==> src/hw/rtl/mrss_pkg.sv <==
`default_nettype none

package mrss_pkg;

    localparam int ROWS  = 4;
    localparam int STEPS = 16;
    localparam int LANES = 2;

    localparam int ROW_W  = $clog2(ROWS);
    localparam int POS_W  = $clog2(STEPS);
    localparam int LANE_W = $clog2(LANES);
    localparam int CNT_W  = $clog2(STEPS + 1);

    localparam int VAL_W        = 12;
    localparam int CFG_W        = 5;
    localparam int CFG_IDX_W    = 2;
    localparam int TOG_ADDR_W   = 7;
    localparam int VAL_ADDR_W   = 6;
    localparam int GATE_W       = 8;
    localparam int OUT_POS_W    = 4;

    localparam logic [CFG_W-1:0] STEPS_RESET = CFG_W'(16);

    localparam logic OP_TICK  = 1'b0;
    localparam logic OP_WRITE = 1'b1;

    typedef struct packed {
        logic rise;
        logic level;
    } t_chain;

    typedef struct packed {
        logic go;
        logic rst_rise;
    } t_tick;

    typedef struct packed {
        logic              hit;
        logic [POS_W-1:0]  step;
        logic [LANE_W-1:0] lane;
    } t_toggle;

    typedef struct packed {
        logic             en;
        logic [POS_W-1:0] step;
        logic [VAL_W-1:0] data;
    } t_wr;

endpackage

`default_nettype wire

==> src/hw/rtl/mrss_row.sv <==
`default_nettype none

module mrss_row
    import mrss_pkg::*;
(
    input  wire logic              i_clk,
    input  wire logic              i_rst_n,
    input  wire t_tick             i_tick,
    input  wire logic              i_patched,
    input  wire logic              i_level,
    input  wire t_chain            i_chain,
    input  wire logic [CFG_W-1:0]  i_steps,
    input  wire t_toggle           i_toggle,
    input  wire t_wr               i_wr,
    output t_chain                 o_chain,
    output logic [VAL_W-1:0]       o_value,
    output logic [POS_W-1:0]       o_position,
    output logic [LANES-1:0]       o_gates
);

    logic                r_last;
    logic [POS_W-1:0]    r_pos;
    logic [LANES-1:0]    r_gate [STEPS];
    logic [VAL_W-1:0]    r_val [STEPS];

    logic [CNT_W-1:0]    active;
    logic [CNT_W-1:0]    nxt;
    logic [POS_W-1:0]    pos_step;
    logic [POS_W-1:0]    n_pos;

    always_comb begin
        if (i_patched) begin
            o_chain.rise  = i_level & ~r_last;
            o_chain.level = i_level;
        end else begin
            o_chain = i_chain;
        end
    end

    // step count clamped to 1..STEPS
    always_comb begin
        if (i_steps == '0) begin
            active = CNT_W'(1);
        end else if (32'(i_steps) > 32'(STEPS)) begin
            active = CNT_W'(STEPS);
        end else begin
            active = CNT_W'(i_steps);
        end
    end

    always_comb begin
        nxt = CNT_W'(r_pos) + CNT_W'(1);
        if (o_chain.rise) begin
            pos_step = (nxt >= active) ? '0 : nxt[POS_W-1:0];
        end else begin
            pos_step = r_pos;
        end
        n_pos = i_tick.rst_rise ? '0 : pos_step;
    end

    // toggle of this tick is seen by the result
    always_comb begin
        for (int g = 0; g < LANES; g++) begin
            o_gates[g] = o_chain.level & (r_gate[n_pos][g] ^ (i_toggle.hit
                         && i_toggle.step == n_pos && i_toggle.lane == LANE_W'(g)));
        end
    end

    assign o_value    = r_val[n_pos];
    assign o_position = n_pos;

    always_ff @(posedge i_clk) begin
        if (!i_rst_n) begin
            r_last <= 1'b0;
            r_pos  <= '0;
            for (int s = 0; s < STEPS; s++) begin
                r_gate[s] <= '1;
                r_val[s]  <= '0;
            end
        end else begin
            if (i_tick.go) begin
                if (i_patched) begin
                    r_last <= i_level;
                end
                r_pos <= n_pos;
            end
            if (i_toggle.hit) begin
                r_gate[i_toggle.step][i_toggle.lane] <=
                    ~r_gate[i_toggle.step][i_toggle.lane];
            end
            if (i_wr.en) begin
                r_val[i_wr.step] <= i_wr.data;
            end
        end
    end

endmodule

`default_nettype wire

==> src/hw/rtl/multi_row_step_sequencer.sv <==
// Four-row step sequencer with two gate lanes per row. Beats enter through an input
// register and leave through a result register; a new beat is taken every clock unless
// the input side stalls, and a tick beat's result is loaded as it leaves the input register.
// Write beats load one step value and give no result. Step counts are to be written on the
// configuration port only while idle, not enforced by the block; 0 acts as 1 and values
// above 16 act as 16. The input side stalls only while a result waits on a stalled output.
`default_nettype none

module multi_row_step_sequencer
    import mrss_pkg::*;
(
    input  wire logic                  i_clk,
    input  wire logic                  i_rst_n,

    input  wire logic                  i_in_valid,
    output logic                       o_in_stall,
    input  wire logic                  i_operation,
    input  wire logic [3:0]            i_clock_levels,
    input  wire logic [3:0]            i_clock_patched,
    input  wire logic                  i_reset_level,
    input  wire logic                  i_toggle_valid,
    input  wire logic [TOG_ADDR_W-1:0] i_toggle_address,
    input  wire logic [VAL_ADDR_W-1:0] i_value_address,
    input  wire logic [VAL_W-1:0]      i_value_data,

    input  wire logic                  i_cfg_we,
    input  wire logic [CFG_IDX_W-1:0]  i_cfg_index,
    input  wire logic [CFG_W-1:0]      i_cfg_data,

    output logic                       o_out_valid,
    input  wire logic                  i_out_stall,
    output logic [GATE_W-1:0]          o_gate_bits,
    output logic [VAL_W-1:0]           o_value_row0,
    output logic [VAL_W-1:0]           o_value_row1,
    output logic [VAL_W-1:0]           o_value_row2,
    output logic [VAL_W-1:0]           o_value_row3,
    output logic [OUT_POS_W-1:0]       o_position_row0,
    output logic [OUT_POS_W-1:0]       o_position_row1,
    output logic [OUT_POS_W-1:0]       o_position_row2,
    output logic [OUT_POS_W-1:0]       o_position_row3
);

    logic                  r_s1_vld;
    logic                  r_op;
    logic [3:0]            r_levels;
    logic [3:0]            r_patched;
    logic                  r_rst_lvl;
    logic                  r_tog_vld;
    logic [TOG_ADDR_W-1:0] r_tog_addr;
    logic [VAL_ADDR_W-1:0] r_val_addr;
    logic [VAL_W-1:0]      r_val_data;

    logic                  r_last_rst;
    logic [CFG_W-1:0]      r_steps [ROWS];

    logic                  r_out_vld;
    logic [GATE_W-1:0]     r_out_gates;
    logic [VAL_W-1:0]      r_out_value [ROWS];
    logic [OUT_POS_W-1:0]  r_out_pos [ROWS];

    logic                  in_acc;
    logic                  out_free;
    logic                  s1_go;
    logic                  tick_go;
    logic                  wr_go;
    t_tick                 tick;
    t_chain                chain [ROWS+1];
    logic [VAL_W-1:0]      row_value [ROWS];
    logic [POS_W-1:0]      row_pos [ROWS];
    logic [LANES-1:0]      row_gates [ROWS];
    logic [GATE_W-1:0]     gates;

    assign out_free   = !r_out_vld || !i_out_stall;
    assign s1_go      = r_s1_vld && (r_op == OP_WRITE || out_free);
    assign tick_go    = s1_go && r_op == OP_TICK;
    assign wr_go      = s1_go && r_op == OP_WRITE;
    assign o_in_stall = r_s1_vld && !s1_go;
    assign in_acc     = i_in_valid && !o_in_stall;

    assign tick.go       = tick_go;
    assign tick.rst_rise = r_rst_lvl & ~r_last_rst;
    assign chain[0]      = '0;

    for (genvar r = 0; r < ROWS; r++) begin : g_row
        t_toggle tog;
        t_wr     wr;

        assign tog.hit  = tick_go && r_tog_vld
                          && r_tog_addr[LANE_W+POS_W +: ROW_W] == ROW_W'(r);
        assign tog.step = r_tog_addr[LANE_W +: POS_W];
        assign tog.lane = r_tog_addr[LANE_W-1:0];
        assign wr.en    = wr_go && r_val_addr[POS_W +: ROW_W] == ROW_W'(r);
        assign wr.step  = r_val_addr[POS_W-1:0];
        assign wr.data  = r_val_data;

        mrss_row u_row (
            .i_clk      (i_clk),
            .i_rst_n    (i_rst_n),
            .i_tick     (tick),
            .i_patched  (r_patched[r]),
            .i_level    (r_levels[r]),
            .i_chain    (chain[r]),
            .i_steps    (r_steps[r]),
            .i_toggle   (tog),
            .i_wr       (wr),
            .o_chain    (chain[r+1]),
            .o_value    (row_value[r]),
            .o_position (row_pos[r]),
            .o_gates    (row_gates[r])
        );
    end

    always_comb begin
        for (int r = 0; r < ROWS; r++) begin
            for (int g = 0; g < LANES; g++) begin
                gates[r*LANES+g] = row_gates[r][g];
            end
        end
    end

    // input register
    always_ff @(posedge i_clk) begin
        if (!i_rst_n) begin
            r_s1_vld <= 1'b0;
        end else if (in_acc) begin
            r_s1_vld <= 1'b1;
        end else if (s1_go) begin
            r_s1_vld <= 1'b0;
        end
    end

    always_ff @(posedge i_clk) begin
        if (in_acc) begin
            r_op       <= i_operation;
            r_levels   <= i_clock_levels;
            r_patched  <= i_clock_patched;
            r_rst_lvl  <= i_reset_level;
            r_tog_vld  <= i_toggle_valid;
            r_tog_addr <= i_toggle_address;
            r_val_addr <= i_value_address;
            r_val_data <= i_value_data;
        end
    end

    // reset edge detector and step counts
    always_ff @(posedge i_clk) begin
        if (!i_rst_n) begin
            r_last_rst <= 1'b0;
            for (int r = 0; r < ROWS; r++) begin
                r_steps[r] <= STEPS_RESET;
            end
        end else begin
            if (tick_go) begin
                r_last_rst <= r_rst_lvl;
            end
            if (i_cfg_we && 32'(i_cfg_index) < 32'(ROWS)) begin
                r_steps[i_cfg_index] <= i_cfg_data;
            end
        end
    end

    // result register
    always_ff @(posedge i_clk) begin
        if (!i_rst_n) begin
            r_out_vld <= 1'b0;
        end else if (tick_go) begin
            r_out_vld <= 1'b1;
        end else if (!i_out_stall) begin
            r_out_vld <= 1'b0;
        end
    end

    always_ff @(posedge i_clk) begin
        if (tick_go) begin
            r_out_gates <= gates;
            for (int r = 0; r < ROWS; r++) begin
                r_out_value[r] <= row_value[r];
                r_out_pos[r]   <= OUT_POS_W'(row_pos[r]);
            end
        end
    end

    assign o_out_valid     = r_out_vld;
    assign o_gate_bits     = r_out_gates;
    assign o_value_row0    = r_out_value[0];
    assign o_value_row1    = r_out_value[1];
    assign o_value_row2    = r_out_value[2];
    assign o_value_row3    = r_out_value[3];
    assign o_position_row0 = r_out_pos[0];
    assign o_position_row1 = r_out_pos[1];
    assign o_position_row2 = r_out_pos[2];
    assign o_position_row3 = r_out_pos[3];

endmodule

`default_nettype wire

==> config.mk <==
export PLATFORM = sky130hd
export DESIGN_NAME = multi_row_step_sequencer
export DESIGN_NICKNAME = d
export VERILOG_FILES = /design/src/hw/rtl/mrss_pkg.sv /design/src/hw/rtl/mrss_row.sv /design/src/hw/rtl/multi_row_step_sequencer.sv
export SDC_FILE = /design/constraint.sdc
export NUM_CORES = 2
export LEC_CHECK = 0
export BUFFER_PORTS_ARGS = -buffer_cell sky130_fd_sc_hd__buf_2
export CORE_MARGIN = 2
export CORE_UTILIZATION = 55
export CTS_CLUSTER_DIAMETER = 200
export DETAILED_ROUTE_END_ITERATION = 10
export HOLD_SLACK_MARGIN = 0.15
export PLACE_DENSITY = 0.71
export SETUP_SLACK_MARGIN = 0.2
export SLEW_MARGIN = 10
export SYNTH_ARGS = -nofsm -noshare
export SYNTH_HDL_FRONTEND = slang
export SYNTH_SLANG_ARGS = --single-unit
==> constraint.sdc <==
create_clock -name i_clk -period 7.9 [get_ports i_clk]
set_clock_uncertainty 0.05 [all_clocks]
set_input_delay 1.58 -clock i_clk [delete_from_list [all_inputs] [get_ports i_clk]]
set_output_delay 1.58 -clock i_clk [all_outputs]
set_load 0.01 [all_outputs]
; ---- Word-level counts from Yosys, hierarchy flattened
; Memory sizes are Yosys's and may differ from the RTL's. A register that Yosys moved wholly into a read port is not among the register bits.
; Cells that the tools add are included.
[classes]
n_reduce_logical = 53
order_cmp = 10
eq_ne = 11
n_mux = 99
n_addsub = 4
bitwise_logic = 32
[ops]
columns = op, count
row1 = $mux 4, 24
row2 = $mux 12, 4
row3 = $reduce_or 12->1, 4
row4 = $mux 5, 9
row5 = $mux 1, 44
row6 = $mux 2, 17
row7 = $logic_and 1x1->1, 27
row8 = $add 4x1->5 const B, 4
row9 = $ge 5x5->1, 4
row10 = $gt 5x5->1 const B, 4
row11 = $logic_not 5->1, 4
row12 = $eq 4x4->1, 4
row13 = $and 1x1->1, 13
row14 = $not 1->1, 11
row15 = $eq 2x2->1 const B, 4
row16 = $reduce_and 2->1, 4
row17 = $reduce_or 2->1, 4
row18 = $xor 1x1->1, 8
row19 = $reduce_or 5->1, 1
row20 = $eq 2x1->1 const B, 2
row21 = $logic_not 1->1, 4
row22 = $logic_not 2->1, 2
row23 = $logic_or 1x1->1, 2
row24 = $lt 1x2->1 const B, 1
row25 = 4 further kinds, 4
[word_totals]
wordCells = 240
output_inout_bits = 74
ram_bits = 980
memories = 11
regBits = 67
inputBits = 48
[memory_table]
columns = name, depth, width, read_ports, rd_ports_with_merged_regs, write_ports, line
row1 = g_row[0].u_row.r_val, 16, 12, 1, 0, 16, mrss_row.sv:24  ; logic [VAL_W-1:0] r_val [STEPS];
row2 = g_row[1].u_row.r_val, 16, 12, 1, 0, 16, mrss_row.sv:24
row3 = g_row[2].u_row.r_val, 16, 12, 1, 0, 16, mrss_row.sv:24
row4 = g_row[3].u_row.r_val, 16, 12, 1, 0, 16, mrss_row.sv:24
row5 = r_out_value, 4, 12, 4, 0, 4, multi_row_step_sequencer.sv:58  ; logic [VAL_W-1:0] r_out_value [ROWS];
row6 = g_row[0].u_row.r_gate, 16, 2, 2, 1, 16, mrss_row.sv:23  ; logic [LANES-1:0] r_gate [STEPS];
row7 = +5 memories, n/a, n/a, n/a, n/a, n/a, n/a

; ---- Depth between registers and ports, before layout
[depth]
depth_word = 13
ltp_mapped = 17
mapped_depth_nobuf = 14

; ---- Cells and area by module
; Synthesis repeated with hierarchy kept, for this count alone.
[hier_totals]
hier_cells = 4358
area_unflattened_um2 = 51695.8
[modules_own_cells]
columns = module, seq_area_each_um2, area_per_inst_um2, n_inst, cells_each
row1 = mrss_row at g_row[1].u_row ..., 6826.5, 11865.1, 3, 1015
row2 = mrss_row at g_row[0].u_row, 6826.5, 11831.3, 1, 1126
row3 = multi_row_step_sequencer, 3903.7, 4269.1, 1, 187

; ---- Worst setup path before layout
; Ideal clock, no wire load.
[synth_path]
path_type = in2reg
start = input port i_out_stall
end = register r_out_gates[0] (netlist: o_gate_bits[0]), enable pin
cell_stages = 4
n_path_buf = 1
arrival_ns = 4.022
required_ns = 7.386
slack_ns = 3.364
setup_ns = 0.464
cell_sequence = nand2_1 > nand2b_1 > clkinv_1 > buf_1
[synth_via]
elab_chain_cells = 5
[synth_lines]
columns = item, line
row1 = start: declaration, multi_row_step_sequencer.sv:31  ; input wire logic i_out_stall,
row2 = $logic_not 1->1, n/a
row3 = $logic_or 1x1->1, multi_row_step_sequencer.sv:73  ; assign out_free = !r_out_vld || !i_out_stall;
row4 = $logic_or 1x1->1, multi_row_step_sequencer.sv:74  ; assign s1_go = r_s1_vld && (r_op == OP_WRITE || out_free);
row5 = $logic_and 1x1->1, multi_row_step_sequencer.sv:74
row6 = $logic_and 1x1->1, multi_row_step_sequencer.sv:75  ; assign tick_go = s1_go && r_op == OP_TICK;
row7 = named net tick_go, multi_row_step_sequencer.sv:64  ; logic tick_go;
row8 = end signal: assignment, multi_row_step_sequencer.sv:175  ; r_out_gates <= gates;
row9 = end: declaration, multi_row_step_sequencer.sv:57  ; logic [GATE_W-1:0] r_out_gates;
; The timed path passes the listed nets, and every way through them passes these cells.
; A chain may end at the register's enable or synchronous reset.

==> metrics <==
WP data required=8380 ps; die extent in y=308.3 µm; total track usage=29.60%; post-synthesis net count=4,746; initial core utilization=55.57%; Seq/Total Area, Yosys=61.43%; # DRC=0; Pleak=0.02000 µW; Critical R2R Launch=g_row[2].u_row.r_pos[0]; Worst setup SP type=flop; H-tree depth=3; CP Data Arrival Time=5960 ps; First-pass DRT Iterations=7; launch point of the worst path=g_row[2].u_row.r_pos[0]; sw power=2783 µW; register share of total power=51.8%; setup slack, reg-to-reg=2430 ps; CP max FO=60; layout cells sized above 1=9.670%; CTS tree=done; post-route minimum period=5472 ps; final hold viol count=0; Switching Fraction=22.70%; Row Count=111; setup TNS=0 ps; root buf cell=clkbuf_16; # IOs=122; Die Area=95,060 µm²; critical path class=flop to flop; initial antenna violation count=4; Sink Count=1,051; vias in the first global route=34.64k; Peak VDD IR=0.0001601 V; # Post-CTS Setup Buffers=0; Avg WL per Cell=24.16 µm; vias per cell=6.162; Internal Power=9477 µW; crit share post-route=69.26%; Clock Tree Buf Depth=3; Logic pwr share=6.1%; Slew Limit Fails=0; DRT iter0 DRCs=4,654; min-delay src=g_row[2].u_row.r_last; CTS hold repair buffers=0; Hold/Removal Path Class=flop to flop; grt total ovfl=0; nets=4,649; core area=91,660 µm²; Placed Area=52,080 µm²; yosys warns=0; Max Cap Viol=0; number of synthesized flops with an enable pin=1,024; share of the synthesized area in the top cell type=60.37%; GPL Wtd Cong=0.8973; number of buffers created by CTS=107; DP HPWL=84.44 mm; global-route wire length before repair=211.7 mm; cell area after synthesis=50,940 µm²; slew margin rel.=11.21%; port bufs=121; Reg clk slew, reported paths=60 ps; Mapped Cells=4,674; Max Freq=182.8 MHz; Via Count=36.07k; Routed WL=141.4 mm; Netlist cell types=76; Async S/R FF share, synth=0%; CTS resizes=0; chip width=308.3 µm; Power Density=220.3 nW/µm²; post-synthesis register bit count=1,051; # setup viols final=0; Synth area leader=edfxtp_1; Detail Route Antenna Nets=0; Pwr Total=12,260 µW; area grow syn2layout=9.241%; largest net degree at the start of global routing=108; final instance area=55,640 µm²; clk_lat worst skew=700 ps; Critical Path End Type=flop; Most used DFF post-synth=edfxtp_1; power share of the clock group=42.1%; Synth area leaders=edfxtp_1 (60%), and2_1 (9.9%), nand2_1 (7.7%); Syn Area/Cell=10.90 µm²; status=finished clean; Least-Margin Pin Slew=1327 ps; unrepaired setup endpoints after global routing=false
-- metrics by stage --
stage	cells	util [%]	setup slack [ps]	hold slack, ps
3_3_place_gp	5654	56.82	2581	404.7
6_report	5854	60.70	2428	426.4
4_1_cts	5850	60.65	2361	424.3
5_1_grt	5850	60.69	2072	447.1
2_1_floorplan	4674	-	3364	393.8
3_5_place_dp	5654	56.82	2442	416.0
-- final timing paths --
path,end,cells past startpoint
worst max-delay path,r_out_value[2][6],15
worst min-delay path,g_row[2].u_row.r_last,2
worst max register to register,r_out_value[2][6],15
worst min register to register,g_row[2].u_row.r_last,2
-- power groups by stage --
| stage | registers (µW) | clock network [µW] | logic, µW |
|---|---|---|---|
| 4_1_cts | 6350 | 5190 | 743 |
| 3_5_place_dp | 6470 | 0 | 742 |
| 5_1_grt | 6360 | 5390 | 804 |
| 2_1_floorplan | 6440 | 0 | 458 |
| 6_report | 6350 | 5160 | 754 |
| 3_3_place_gp | 6460 | 0 | 728 |
-- Yosys cell counts, types with 29 or more instances --
master / instances
buf_2: 65
and2_1: 802
clkbuf_1: 293
nand3_1: 286
nor2_1: 115
and3_1: 109
edfxtp_1: 1024
a31oi_1: 52
a21oi_1: 74
buf_1: 41
inv_1: 29
o21ai_0: 223
a311oi_1: 140
nand2_1: 1048
mux4_2: 40
-- kinds of logic after synthesis --
logic type	after synthesis	share of synthesized area, %
AOI/OAI and AO/OA	589	7.652
xor gates and xnor gates	22	0.3783
adders and majority gates	24	0.5896
buffers and inverters	450	3.623
DFF	1051	61.43
muxes	67	2.341
and+or+nand+nor	2471	23.98
-- cells in the final DEF (no fill, tap or decap), types with 7 or more instances in the layout --
| master | instances |
|---|---|
| o21ai_1 | 38 |
| and3_1 | 109 |
| nor2b_1 | 18 |
| nand2b_1 | 19 |
| mux2_2 | 7 |
| a211oi_1 | 16 |
| clkinv_1 | 27 |
| a22oi_1 | 10 |
| buf_4 | 85 |
| clkbuf_1 | 25 |
| o21ai_2 | 11 |
| clkinv_2 | 16 |
| nand4_1 | 26 |
| o21ai_0 | 175 |
| a21boi_0 | 11 |
| buf_2 | 120 |
| ha_1 | 24 |
| o22ai_1 | 7 |
| nor2_1 | 114 |
| xnor2_1 | 12 |
| edfxtp_1 | 1024 |
| xor2_1 | 10 |
| nand3_1 | 286 |
| a311oi_1 | 140 |
| inv_1 | 26 |
| nor3_1 | 16 |
| dfxtp_1 | 26 |
| clkbuf_16 | 109 |
| a21oi_1 | 73 |
| a31oi_1 | 52 |
| bufinv_16 | 14 |
| mux4_2 | 40 |
| mux2i_1 | 18 |
| and2_1 | 802 |
| nand2_1 | 1047 |
-- area by class of cell --
cell class	count	area [µm²]
clock buffers	137	2863
diodes	4	10.01
inverters	38	147.6
flip-flops and latches	1051	31290
repair buffers	206	1250
well taps	1186	1484
fillers	7334	36020
clock inverters	59	648.1
multi-input cells	3173	17950
-- state kept, by name (all words and copies together), names as in the netlist, 4 cells and up, named ones only --
| signal | count |
|---|---|
| g_row.u_row.r_val | 768 |
| g_row.u_row.r_gate | 128 |
| r_out_value | 48 |
| r_steps | 20 |
| g_row.u_row.r_pos | 16 |
| r_out_pos | 16 |
| r_val_data | 12 |
| o_gate_bits | 8 |
| r_tog_addr | 7 |
| r_val_addr | 6 |
| g_row.u_row.r_last | 4 |
| r_levels | 4 |
| r_patched | 4 |
-- layer usage --
layer	track usage [%]	wire (µm)	share of wire [%]
met3	4.700	12050	8.5
met5	0	0	0
met1	39.07	54770	39
met2	47.64	66930	47
met4	15.18	7686	5.4
-- critical path, stage by stage, from the launching register on --
cell and delay [ps]:
dfxtp_1 840, nand3_1 180, xor2_1 280, inv_1 90, ha_1 300, a21o_1 190
a21oi_1 270, o21ai_1 330, o31a_2 530, inv_2 860, buf_4 420, nand2_1 80
and3_1 180, a311oi_1 410, a311oi_1 110, a31oi_1 180
(Power assumes the default switching activity.)
